<file path="src/hdl/lkv_pkg.sv">
`default_nettype none

package lkv_pkg;

  localparam int KEY_W = 32;
  localparam int VAL_W = 32;
  localparam int CAP_W = 5;

  localparam logic [CAP_W-1:0] CAP_RESET = 5'd16;

  // token that walks the cell row looking for the key
  typedef struct packed {
    logic             vld;
    logic             hit;
    logic [VAL_W-1:0] value;
  } scan_t;

  // request and commit controls broadcast to every cell
  typedef struct packed {
    logic             commit;
    logic             hit;
    logic             put;
    logic             evict;
    logic [KEY_W-1:0] key;
    logic [VAL_W-1:0] value;
  } cmd_t;

endpackage

`default_nettype wire

</file>
<file path="src/hdl/lkv_cell.sv">
`default_nettype none

module lkv_cell
  import lkv_pkg::*;
#(
  parameter int ENTRIES = 16,
  parameter int IDX     = 0
) (
  input  wire logic                             clk,
  input  wire logic                             rst,
  input  wire scan_t                            scan_in,
  input  wire logic [$clog2(ENTRIES)-1:0]       scan_rank_in,
  output scan_t                                 scan_out,
  output logic [$clog2(ENTRIES)-1:0]            scan_rank_out,
  input  wire cmd_t                             cmd,
  input  wire logic [$clog2(ENTRIES)-1:0]       hit_rank,
  input  wire logic [$clog2(ENTRIES+1)-1:0]     occ
);

  localparam int RANK_W = $clog2(ENTRIES);
  localparam int OCC_W  = $clog2(ENTRIES + 1);

  logic              valid;
  logic [KEY_W-1:0]  key;
  logic [VAL_W-1:0]  value;
  logic [RANK_W-1:0] rank;

  scan_t             scan_next;
  logic [RANK_W-1:0] scan_rank_next;
  logic              own;
  logic [OCC_W-1:0]  occ_m1;
  logic              target;

  assign own    = valid && (key == cmd.key);
  assign occ_m1 = occ - OCC_W'(1);

  // the least recent entry always holds rank occupancy-1; a free slot is index occupancy
  assign target = cmd.evict ? (valid && (rank == occ_m1[RANK_W-1:0]))
                            : (occ == OCC_W'(IDX));

  always_comb begin
    scan_next      = scan_in;
    scan_rank_next = scan_rank_in;
    if (scan_in.vld && !scan_in.hit && own) begin
      scan_next.hit   = 1'b1;
      scan_next.value = value;
      scan_rank_next  = rank;
    end
  end

  always_ff @(posedge clk) begin
    scan_out      <= scan_next;
    scan_rank_out <= scan_rank_next;
    if (rst) begin
      scan_out.vld <= 1'b0;
    end
  end

  always_ff @(posedge clk) begin
    if (cmd.commit) begin
      if (cmd.hit) begin
        if (own) begin
          rank <= '0;
          if (cmd.put) begin
            value <= cmd.value;
          end
        end else if (valid && (rank < hit_rank)) begin
          rank <= rank + RANK_W'(1);
        end
      end else if (cmd.put) begin
        if (target) begin
          valid <= 1'b1;
          key   <= cmd.key;
          value <= cmd.value;
          rank  <= '0;
        end else if (valid) begin
          rank <= rank + RANK_W'(1);
        end
      end
    end
    if (rst) begin
      valid <= 1'b0;
    end
  end

endmodule

`default_nettype wire

</file>
<file path="src/hdl/lru_key_value_cache.sv">
// Fully associative key-value cache with least-recently-used replacement.
// Input channel (in_valid/in_ready) carries one item: action (0 get, 1 put),
// key and value. Output channel (out_valid/out_ready) returns one item per
// input: found, and read_value (stored value on a get hit, else zero).
// Capacity is set through cfg_wr_en/cfg_wr_data; the user must write it only
// while the cache is idle, and the block itself does not enforce this. Zero
// acts as one, and values above ENTRIES act as ENTRIES. The entries form a
// row of cells. A lookup token walks the row one cell per cycle, then a
// single commit cycle updates all cells at once. One item is in flight at a
// time; the next is accepted once the last has walked the row and committed.
// A finished result waits in the output register; the next item is accepted
// while it waits, and its commit holds until the receiver takes the result,
// so a stalled receiver stalls the cache without loss.
// Reset (rst, synchronous) empties every entry and sets capacity to 16.
`default_nettype none

module lru_key_value_cache
  import lkv_pkg::*;
#(
  parameter int ENTRIES = 16
) (
  input  wire logic                    clk,
  input  wire logic                    rst,
  input  wire logic                    in_valid,
  output logic                         in_ready,
  input  wire logic                    action,
  input  wire logic signed [KEY_W-1:0] key,
  input  wire logic signed [VAL_W-1:0] value,
  output logic                         out_valid,
  input  wire logic                    out_ready,
  output logic                         found,
  output logic signed [VAL_W-1:0]      read_value,
  input  wire logic                    cfg_wr_en,
  input  wire logic [CAP_W-1:0]        cfg_wr_data
);

  localparam int RANK_W = $clog2(ENTRIES);
  localparam int OCC_W  = $clog2(ENTRIES + 1);
  localparam int CMP_W  = (OCC_W > CAP_W) ? OCC_W : CAP_W;

  typedef enum logic [2:0] {
    ST_IDLE = 3'b001,
    ST_SCAN = 3'b010,
    ST_DONE = 3'b100
  } state_t;

  state_t            state;
  state_t            state_next;
  logic [CAP_W-1:0]  capacity;
  logic [OCC_W-1:0]  occ;
  logic              start;
  logic              req_put;
  logic [KEY_W-1:0]  req_key;
  logic [VAL_W-1:0]  req_value;
  logic              res_hit;
  logic [RANK_W-1:0] res_rank;
  logic [VAL_W-1:0]  res_value;
  logic              evict;
  logic              commit;
  logic              in_accept;
  cmd_t              cmd;

  scan_t             scan_link [ENTRIES+1];
  logic [RANK_W-1:0] rank_link [ENTRIES+1];

  assign in_ready  = (state == ST_IDLE);
  assign in_accept = in_valid && in_ready;
  assign commit    = (state == ST_DONE) && (!out_valid || out_ready);

  // full when occupancy reaches max(capacity, 1) or the whole row
  assign evict = (CMP_W'(occ) >= CMP_W'(ENTRIES)) ||
                 ((CMP_W'(occ) >= CMP_W'(capacity)) && (occ != '0));

  always_comb begin
    cmd.commit = commit;
    cmd.hit    = res_hit;
    cmd.put    = req_put;
    cmd.evict  = evict;
    cmd.key    = req_key;
    cmd.value  = req_value;
  end

  assign scan_link[0] = scan_t'{vld: start, hit: 1'b0, value: '0};
  assign rank_link[0] = '0;

  for (genvar i = 0; i < ENTRIES; i++) begin : g_cell
    lkv_cell #(
      .ENTRIES(ENTRIES),
      .IDX    (i)
    ) u_cell (
      .clk          (clk),
      .rst          (rst),
      .scan_in      (scan_link[i]),
      .scan_rank_in (rank_link[i]),
      .scan_out     (scan_link[i+1]),
      .scan_rank_out(rank_link[i+1]),
      .cmd          (cmd),
      .hit_rank     (res_rank),
      .occ          (occ)
    );
  end

  always_comb begin
    state_next = state;
    unique case (state)
      ST_IDLE: begin
        if (in_accept) begin
          state_next = ST_SCAN;
        end
      end
      ST_SCAN: begin
        if (scan_link[ENTRIES].vld) begin
          state_next = ST_DONE;
        end
      end
      ST_DONE: begin
        if (commit) begin
          state_next = ST_IDLE;
        end
      end
      default: state_next = ST_IDLE;
    endcase
  end

  always_ff @(posedge clk) begin
    state <= state_next;
    start <= in_accept;
    if (cfg_wr_en) begin
      capacity <= cfg_wr_data;
    end
    if (in_accept) begin
      req_put   <= action;
      req_key   <= key;
      req_value <= value;
    end
    if ((state == ST_SCAN) && scan_link[ENTRIES].vld) begin
      res_hit   <= scan_link[ENTRIES].hit;
      res_rank  <= rank_link[ENTRIES];
      res_value <= scan_link[ENTRIES].value;
    end
    if (commit && !res_hit && req_put && !evict) begin
      occ <= occ + OCC_W'(1);
    end
    if (commit) begin
      out_valid  <= 1'b1;
      found      <= res_hit;
      read_value <= (res_hit && !req_put) ? res_value : '0;
    end else if (out_ready) begin
      out_valid <= 1'b0;
    end
    if (rst) begin
      state     <= ST_IDLE;
      start     <= 1'b0;
      capacity  <= CAP_RESET;
      occ       <= '0;
      out_valid <= 1'b0;
    end
  end

endmodule

`default_nettype wire

</file>
<file path="config.mk">
export PLATFORM = sky130hd
export DESIGN_NAME = lru_key_value_cache
export DESIGN_NICKNAME = d
export VERILOG_FILES = /design/src/hdl/lkv_pkg.sv /design/src/hdl/lkv_cell.sv /design/src/hdl/lru_key_value_cache.sv
export SDC_FILE = /design/constraint.sdc
export NUM_CORES = 2
export LEC_CHECK = 0
export BUFFER_PORTS_ARGS = -buffer_cell sky130_fd_sc_hd__buf_2
export CORE_AREA = 2 2 357 359
export CTS_BUF_LIST = sky130_fd_sc_hd__clkbuf_4 sky130_fd_sc_hd__clkbuf_8
export DETAILED_ROUTE_END_ITERATION = 7
export DIE_AREA = 0 0 359 361
export PLACE_DENSITY = 0.71
export SLEW_MARGIN = 20
export SYNTH_ARGS = -nofsm -noshare
export SYNTH_HDL_FRONTEND = slang
export SYNTH_SLANG_ARGS = --single-unit
</file>
<file path="constraint.sdc">
create_clock -name clk -period 8.2 [get_ports clk]
set_input_delay 0.41 -clock clk [delete_from_list [all_inputs] [get_ports clk]]
set_output_delay 0.41 -clock clk [all_outputs]
set_load 0.05 [all_outputs]
</file>
# Word level (Yosys, flattened, before mapping)
# Cells that the tools add are included.
[word_totals] ff_bits=1862 latch_bits=0 ramBits=0 romBits=0 inputBits=75 output_inout_bits=35 mem_count=0
[op_classes] add_sub_neg=18 multipliers=0 n_div=0 magnitude_cmp=18 n_eq_ne=101 shift=0 mux=214 n_bitwise=1 reduce_logical=193
[op_table] cell="2-to-1 mux 32 bit" n=80
[op_table] cell="== test 32 bit" n=16
[op_table] cell="2-to-1 mux 4 bit" n=111
[op_table] cell="AND reduction 4 bit" n=32
[op_table] cell="logical AND 1 bit" n=87
[op_table] cell="AND reduction 5 bit" n=16
[op_table] cell="adder 4 x 1 -> 4 bit (second input constant)" n=16
[op_table] cell="== test 4 bit" n=16
[op_table] cell="< comparator 4 bit" n=16
[op_table] cell="!= test 3 x 1 -> 1 bit (second input constant)" n=16
[op_table] cell="nonzero test 3 bit" n=16
[op_table] cell="== test 5 x 4 -> 1 bit (second input constant)" n=8
[op_table] cell="!= test 2 x 1 -> 1 bit (second input constant)" n=18
[op_table] cell="nonzero test 2 bit" n=18
[op_table] cell="!= test 2 bit (second input constant)" n=17
[op_table] cell="2-to-1 mux 33 bit" n=1
[op_table] cell="== test 5 x 3 -> 1 bit (second input constant)" n=4
[op_table] cell="zero test 1 bit" n=19
[op_table] cell="2-to-1 mux 1 bit" n=18
[op_table] cell="== test 5 x 2 -> 1 bit (second input constant)" n=2
[op_table] cell="2-to-1 mux 3 bit" n=3
[op_table] cell="case mux 3 bit (3 select lines)" n=1
[op_table] cell="adder 5 x 1 -> 5 bit (second input constant)" n=1
[op_table] cell="== test 5 x 1 -> 1 bit (second input constant)" n=1
[op_table] cell="11 further kinds" n=12

# Depth between registers and ports, before layout
[logic_depth] depth_word=7 ltp_mapped=13

# Modules after synthesis
# Synthesis repeated with hierarchy kept, for this count alone.
[hier_totals] hier_cells=4334 area_unflattened_um2=71214.6
[modules_own_cells] module="lkv_cell at g_cell[2].u_cell ..." instances=2 cells_each=242 area_per_inst_um2=4125.2 seq_area_each_um2=2822.7
[modules_own_cells] module="lru_key_value_cache" instances=1 cells_each=263 area_per_inst_um2=5067.4 seq_area_each_um2=4354.2
[modules_own_cells] module="lkv_cell at g_cell[7].u_cell" instances=1 cells_each=258 area_per_inst_um2=4265.3 seq_area_each_um2=2822.7
[modules_own_cells] module="lkv_cell at g_cell[3].u_cell" instances=1 cells_each=258 area_per_inst_um2=4250.3 seq_area_each_um2=2822.7
[modules_own_cells] module="lkv_cell at g_cell[8].u_cell" instances=1 cells_each=261 area_per_inst_um2=4209.0 seq_area_each_um2=2822.7
[modules_own_cells] module="lkv_cell at g_cell[10].u_cell" instances=1 cells_each=263 area_per_inst_um2=4207.8 seq_area_each_um2=2822.7
[modules_own_cells] module="lkv_cell at g_cell[14].u_cell" instances=1 cells_each=263 area_per_inst_um2=4206.5 seq_area_each_um2=2822.7
[modules_own_cells] module="lkv_cell at g_cell[5].u_cell" instances=1 cells_each=252 area_per_inst_um2=4200.3 seq_area_each_um2=2822.7
[modules_own_cells] module="lkv_cell at g_cell[1].u_cell" instances=1 cells_each=251 area_per_inst_um2=4195.3 seq_area_each_um2=2822.7
[modules_own_cells] module="lkv_cell at g_cell[11].u_cell" instances=1 cells_each=266 area_per_inst_um2=4124.0 seq_area_each_um2=2822.7
[modules_own_cells] module="lkv_cell at g_cell[15].u_cell" instances=1 cells_each=265 area_per_inst_um2=4122.7 seq_area_each_um2=2822.7
[modules_own_cells] module="lkv_cell at g_cell[9].u_cell" instances=1 cells_each=258 area_per_inst_um2=4078.9 seq_area_each_um2=2822.7
[modules_own_cells] module="lkv_cell at g_cell[13].u_cell" instances=1 cells_each=256 area_per_inst_um2=4072.7 seq_area_each_um2=2822.7
[modules_own_cells] module="lkv_cell at g_cell[0].u_cell" instances=1 cells_each=248 area_per_inst_um2=3996.3 seq_area_each_um2=2822.7
[modules_own_cells] module="+2 rows"

# Least setup slack after synthesis
# No wires, ideal clock.
[synth_timing] kind="register to register" startpoint="reg state[2]" endpoint="reg req_key[0], enable pin" setup_time_ps=653 arrival_ps=6737 required_time_ps=7547 slack_ps=810 path_stages_with_launch=3 path_buffers=1 period_less_slack_ps=7390 cell_sequence="dfxtp_1 > clkbuf_1 > nor4bb_1"
[synth_between] elab_chain_len=2
[synth_lines] element="from (decl)" line="lru_key_value_cache.sv:47" text="state_t state;"
[synth_lines] element="from (signal assigned)" line="lru_key_value_cache.sv:126" text="state <= state_next;"
[synth_lines] element="== test 3 x 1 -> 1 bit" line="lru_key_value_cache.sv:66" text="assign in_ready = (state == ST_IDLE);"
[synth_lines] element="logical AND 1 bit" line="lru_key_value_cache.sv:67" text="assign in_accept = in_valid && in_ready;"
[synth_lines] element="named net in_accept" line="lru_key_value_cache.sv:60" text="logic in_accept;"
[synth_lines] element="to (signal assigned)" line="lru_key_value_cache.sv:133" text="req_key <= key;"
[synth_lines] element="to (decl)" line="lru_key_value_cache.sv:53" text="logic [KEY_W-1:0] req_key;"
# The timed path passes the listed nets, and every way through them passes these cells.
# A chain may end at the register's enable or synchronous reset.

# Worst setup path in the final report
[layout_timing] startpoint="reg occ[2]" endpoint="reg g_cell[12].u_cell.value[25], enable pin"
[layout_between] elab_chain_len=6 word_cells_on_any_way=12
[layout_lines] element="from (decl)" line="lru_key_value_cache.sv:50" text="logic [OCC_W-1:0] occ;"
[layout_lines] element="from (signal assigned)" line="lru_key_value_cache.sv:142" text="occ <= occ + OCC_W'(1);"
[layout_lines] element="subtractor 4 x 1 -> 4 bit (tied with other cells)" line="lkv_cell.sv:35" text="assign occ_m1 = occ - OCC_W'(1);"
[layout_lines] element="== test 4 bit or logical AND 1 bit (tied branches)" line="lkv_cell.sv:38, lru_key_value_cache.sv:72"
[layout_lines] element="logical AND 1 bit or logical OR 1 bit (tied branches)" line="lkv_cell.sv:38, lru_key_value_cache.sv:71"
[layout_lines] element="2-to-1 mux 1 bit (*)" line="lkv_cell.sv:38" text="assign target = cmd.evict ? (valid && (rank == occ_m1[RANK_W-1:0]))"
[layout_lines] element="nonzero test 2 bit (no line) (*)"
[layout_lines] element="AND reduction 5 bit (no line) (*)"
[layout_lines] element="to (signal assigned)" line="lkv_cell.sv:65" text="value <= cmd.value;"
[layout_lines] element="to (signal assigned)" line="lkv_cell.sv:74" text="value <= cmd.value;"
[layout_lines] element="to (decl)" line="lkv_cell.sv:25" text="logic [VAL_W-1:0] value;"
# Mark *: on every way between the ends. The rest lies on a longest branch, timed or not.

==> flow_summary.rst <==
.. list-table::
   :header-rows: 1

   * - Metric
     - Value
   * - RSZ-0062 raised after global routing
     - false
   * - TritonCTS buffer count
     - 309
   * - Proportion of layout cells with a drive suffix above 1
     - 22.4%
   * - Synthesis warning total
     - 0
   * - HPWL after detailed placement
     - 83.0 mm
   * - Slowest stage cell, crit path
     - sky130_fd_sc_hd__dfxtp_1
   * - Worst setup path category
     - reg2reg
   * - Reported net switching power
     - 3770 uW
   * - Total number of vias
     - 34.4k
   * - Crit path arrival time
     - 4.83 ns
   * - Run status
     - finished, final reports clean
   * - Fin area
     - 78500 um2
   * - Power share of the clock group
     - 43.2%
   * - Hold Path Class
     - in2reg
   * - Number of enable-type register cells in the synthesized netlist
     - 1223
   * - Final Routed Wirelength
     - 141 mm
   * - Final clock skew
     - 0.0932 ns
   * - Peak fanout along the critical path
     - 29
   * - Net count reported at finish
     - 4665
   * - Chip Width
     - 359 um
   * - Number of unique standard cell types used by synthesis
     - 67
   * - Largest incremental delay on the critical path
     - 0.77 ns
   * - Largest net degree at the start of global routing
     - 45
   * - Overflow after GRT
     - 0
   * - Slew headroom
     - 27.1%
   * - Number of buffers added on ports
     - 109
   * - Proportion of register bits with asynchronous set or reset after synthesis
     - 0%
   * - Final period utilization
     - 51.6%
   * - Average via count per standard cell
     - 5.38
   * - Most Frequent Cell on Critical Path
     - sky130_fd_sc_hd__buf_4
   * - Starting Density
     - 55.0%
   * - Cts-stage hold buffer count
     - 84
   * - Syn Inst Count
     - 4066
   * - Max H-tree Level
     - 5
   * - TritonCTS clock tree
     - built
   * - Avg Synthesized Cell Area
     - 17.0 um2
   * - Buffers inserted during post-CTS setup optimization
     - 0
   * - Die boundary height
     - 361 um
   * - Hold violation count in the final report
     - 0
   * - Most common flop cell mapped by yosys
     - sky130_fd_sc_hd__edfxtp_1
   * - Net switching share of the total power
     - 20.3%
   * - Die Area
     - 130000 um2
   * - Worst setup EP type
     - register
   * - Initial antenna violation count
     - 2
   * - Post-layout minimum cycle time
     - 4.23 ns
   * - Cell total after placement
     - 5771
   * - Worst setup timing slack at the placement stage
     - 4.01 ns
   * - CP Buf/Inv Count
     - 2
   * - Clk sinks
     - 1862
   * - Vias in the first global route
     - 35.0k
   * - Seq cells post-synth
     - 1862
   * - CTS-repair resized insts
     - 0
   * - Placement-stage cell area
     - 71500 um2
   * - Final std cells w/o fill
     - 6391
   * - Worst supply voltage drop on vdd
     - 185 uV
   * - Clock root buffer
     - sky130_fd_sc_hd__clkbuf_8
   * - Number of top-level pins
     - 110
   * - Clock buffer depth
     - 4
   * - Final-layout worst hold slack
     - 0.150 ns
   * - Static Leakage
     - 0.0296 uW
   * - DR WL/cell
     - 22.0 um
   * - Row count
     - 130
   * - Count of TritonRoute iterations in the first routing pass
     - 6
   * - Sequential element share of the synthesized area
     - 71.8%
   * - CP Cell Sequence
     - ha_1 -> a21o_1 -> a31oi_1 -> o21a_1 -> buf_4 -> nand4_1 -> a31oi_4 -> buf_4
   * - Max Fclk
     - 0.236 GHz
   * - Clock insertion delay at the later pin of the skew report
     - 0.98 ns
   * - Post-route setup TNS
     - 0 ns
   * - Share of power burned in combinational logic
     - 2.4%
   * - Antenna-violating nets left
     - 0
   * - Cell internal pwr
     - 14800 uW
   * - GRT Total Usage
     - 21.8%
   * - Clock slew at the register clock pins of the worst setup and hold paths
     - 0.06 ns
   * - Sequential group share of total power
     - 54.4%
   * - Max-cap viol count
     - 0
   * - Power density cells
     - 236 nW/um2
   * - Number of fill cells in the layout
     - 8874
   * - Final WS setup
     - 3.97 ns
   * - Mapped cell area
     - 68900 um2
   * - Core Region
     - 125000 um2
   * - Final weighted congestion of routability-driven global placement
     - 0.837
   * - First-pass GRT wire length
     - 213 mm
   * - Drt initial violations
     - 2864
   * - Final Setup Violations
     - 0
   * - Residual DRC count
     - 0
   * - Data required time at the worst endpoint
     - 8.80 ns
   * - Net Count, Synth
     - 4215
   * - Area growth from synthesis to final layout
     - 13.9%
   * - Critical Path Start Type
     - register
   * - Total count of max-transition violations in the final report
     - 0
   * - Cell family with most CP delay
     - compound AO/OA/AOI/OAI gates
   * - Slew at the pin with the worst max-slew slack
     - 1.09 ns
-- state kept, by name (all words and copies together), names as in the netlist --
| register | count |
|---|---|
| g_cell.u_cell.key | 512 |
| occ | 5 |
| res_value | 32 |
| found | 1 |
| req_value | 32 |
| capacity | 5 |
| start | 1 |
| res_rank | 4 |
| g_cell.u_cell.scan_out | 544 |
| read_value | 32 |
| g_cell.u_cell.rank | 64 |
| g_cell.u_cell.scan_rank_out | 64 |
| out_valid | 1 |
| req_key | 32 |
| g_cell.u_cell.valid | 16 |
| state | 3 |
| g_cell.u_cell.value | 512 |
| req_put | 1 |
| res_hit | 1 |
-- area by class of cell --
| class | count | area (um2) | area share (%) |
|---|---|---|---|
| sequential | 1862 | 49500 | 63.1 |
| clock inverter | 55 | 342 | 0.435 |
| timing repair buffer | 300 | 2190 | 2.79 |
| antenna | 1 | 2.50 | 0.00319 |
| tap | 1650 | 2060 | 2.63 |
| multi-input combinational | 2000 | 18400 | 23.4 |
| clock buffer | 480 | 5810 | 7.41 |
| inverter | 43 | 161 | 0.206 |
-- Yosys cell counts (6+ instances only) --
cell type	count	share of area, %
sky130_fd_sc_hd__a21o_1	41	0.45
sky130_fd_sc_hd__a21oi_1	25	0.18
sky130_fd_sc_hd__a31oi_1	14	0.13
sky130_fd_sc_hd__and2_1	74	0.67
sky130_fd_sc_hd__and4_1	6	0.076
sky130_fd_sc_hd__buf_2	59	0.43
sky130_fd_sc_hd__buf_4	24	0.26
sky130_fd_sc_hd__buf_6	47	0.77
sky130_fd_sc_hd__clkbuf_1	28	0.15
sky130_fd_sc_hd__dfxtp_1	639	19
sky130_fd_sc_hd__edfxtp_1	1223	53
sky130_fd_sc_hd__ha_1	74	1.3
sky130_fd_sc_hd__inv_1	42	0.23
sky130_fd_sc_hd__mux2_1	275	4.5
sky130_fd_sc_hd__mux2_2	59	0.96
sky130_fd_sc_hd__mux2_4	210	4.6
sky130_fd_sc_hd__mux2i_1	9	0.13
sky130_fd_sc_hd__nand2_1	37	0.20
sky130_fd_sc_hd__nand2b_1	46	0.42
sky130_fd_sc_hd__nand3_1	48	0.35
sky130_fd_sc_hd__nand3b_1	12	0.13
sky130_fd_sc_hd__nand4_1	101	0.92
sky130_fd_sc_hd__nor2_1	114	0.62
sky130_fd_sc_hd__nor2b_1	45	0.41
sky130_fd_sc_hd__nor3_1	40	0.29
sky130_fd_sc_hd__nor3b_1	9	0.098
sky130_fd_sc_hd__nor4_1	51	0.46
sky130_fd_sc_hd__nor4_4	7	0.22
sky130_fd_sc_hd__o211ai_1	11	0.12
sky130_fd_sc_hd__o21a_1	10	0.11
sky130_fd_sc_hd__o21ai_0	14	0.10
sky130_fd_sc_hd__o221a_2	9	0.15
sky130_fd_sc_hd__o2bb2ai_1	6	0.076
sky130_fd_sc_hd__o31ai_1	6	0.065
sky130_fd_sc_hd__or4_1	8	0.087
sky130_fd_sc_hd__or4_4	7	0.11
sky130_fd_sc_hd__xnor2_1	386	4.9
sky130_fd_sc_hd__xnor3_1	15	0.49
sky130_fd_sc_hd__xor2_1	182	2.3
-- layout by cell type, fill, tap and decap left out, types with 7 or more instances in the layout --
master                          instances
sky130_fd_sc_hd__buf_2                109
sky130_fd_sc_hd__o211ai_1              11
sky130_fd_sc_hd__edfxtp_1            1223
sky130_fd_sc_hd__buf_4                107
sky130_fd_sc_hd__nand4_1              101
sky130_fd_sc_hd__xnor3_1               15
sky130_fd_sc_hd__or4_4                  7
sky130_fd_sc_hd__nand3_1               47
sky130_fd_sc_hd__mux2_4               210
sky130_fd_sc_hd__xnor2_1              386
sky130_fd_sc_hd__o221a_2                9
sky130_fd_sc_hd__nor4_1                51
sky130_fd_sc_hd__o21ai_0               14
sky130_fd_sc_hd__mux2i_1                9
sky130_fd_sc_hd__a31oi_1                8
sky130_fd_sc_hd__and2_1                73
sky130_fd_sc_hd__nor3_1                40
sky130_fd_sc_hd__nand2b_1              46
sky130_fd_sc_hd__nor2_2                16
sky130_fd_sc_hd__nor4_4                 7
sky130_fd_sc_hd__a21oi_1               25
sky130_fd_sc_hd__o21a_1                10
sky130_fd_sc_hd__clkbuf_8             353
sky130_fd_sc_hd__nor2_1                98
sky130_fd_sc_hd__mux2_1               275
sky130_fd_sc_hd__clkbuf_4             127
sky130_fd_sc_hd__or4_1                  8
sky130_fd_sc_hd__clkinv_1              34
sky130_fd_sc_hd__nand2_1               37
sky130_fd_sc_hd__mux2_2                59
sky130_fd_sc_hd__xor2_1               182
sky130_fd_sc_hd__nor2b_4                8
sky130_fd_sc_hd__clkinv_2              15
sky130_fd_sc_hd__a21o_1                41
sky130_fd_sc_hd__ha_1                  73
sky130_fd_sc_hd__dfxtp_1              639
sky130_fd_sc_hd__inv_1                 42
sky130_fd_sc_hd__dlygate4sd3_1         84
sky130_fd_sc_hd__nand3b_1              12
sky130_fd_sc_hd__nor2b_1               37
-- worst paths after layout --
kind	end	cells past startpoint	slack, ns	start
worst min register to register	res_value[2]	0	0.39	g_cell[15].u_cell.scan_out[2]
worst min-delay path	req_key[7]	2	0.15	key[7]
worst max-delay path	g_cell[12].u_cell.value[25]	8	3.97	occ[2]
worst max register to register	g_cell[12].u_cell.value[25]	8	3.97	occ[2]
-- per-layer routing --
layer	up-vias	global-route usage [%]	part of all wire, %	wire length, um
met2	1042	36.2	48	68100
met4	0	7.51	2.6	3720
met3	231	4.28	5.7	8000
met1	17300	28.8	43	61000
met5	-	0	0	0
li1	15800	-	-	-
-- power by group through the flow --
stage / clock, uW / sequential [uW] / combinational, uW
after floorplan: 0 / 10300 / 242
after global placement: 0 / 10300 / 402
after detailed placement: 0 / 10300 / 407
after CTS: 8210 / 10100 / 441
after global routing: 8640 / 10100 / 470
final: 8020 / 10100 / 441
-- cells by family (layout without fill, tap and decap cells) --
family / count (synthesis) / in the layout / share of synthesized area [%]
AO/OA/AOI/OAI: 172 / 172 / 1.84
XOR/XNOR: 584 / 584 / 7.73
buffers and inverters: 204 / 878 / 1.86
other: 0 / 1 / 0
flip-flops: 1862 / 1862 / 71.8
AND/OR/NAND/NOR: 617 / 617 / 5.22
adder cells (fa/ha/maj): 74 / 74 / 1.34
multiplexers: 553 / 553 / 10.2
-- per-stage QoR --
step	power [uW]	utilization, %
global route	19200	62.6
global placement	10700	57.0
CTS	18800	62.6
floorplan	10500	-
finish	18600	62.6
detailed placement	10700	57.0
Note: power is estimated with default switching activity, not from simulation.
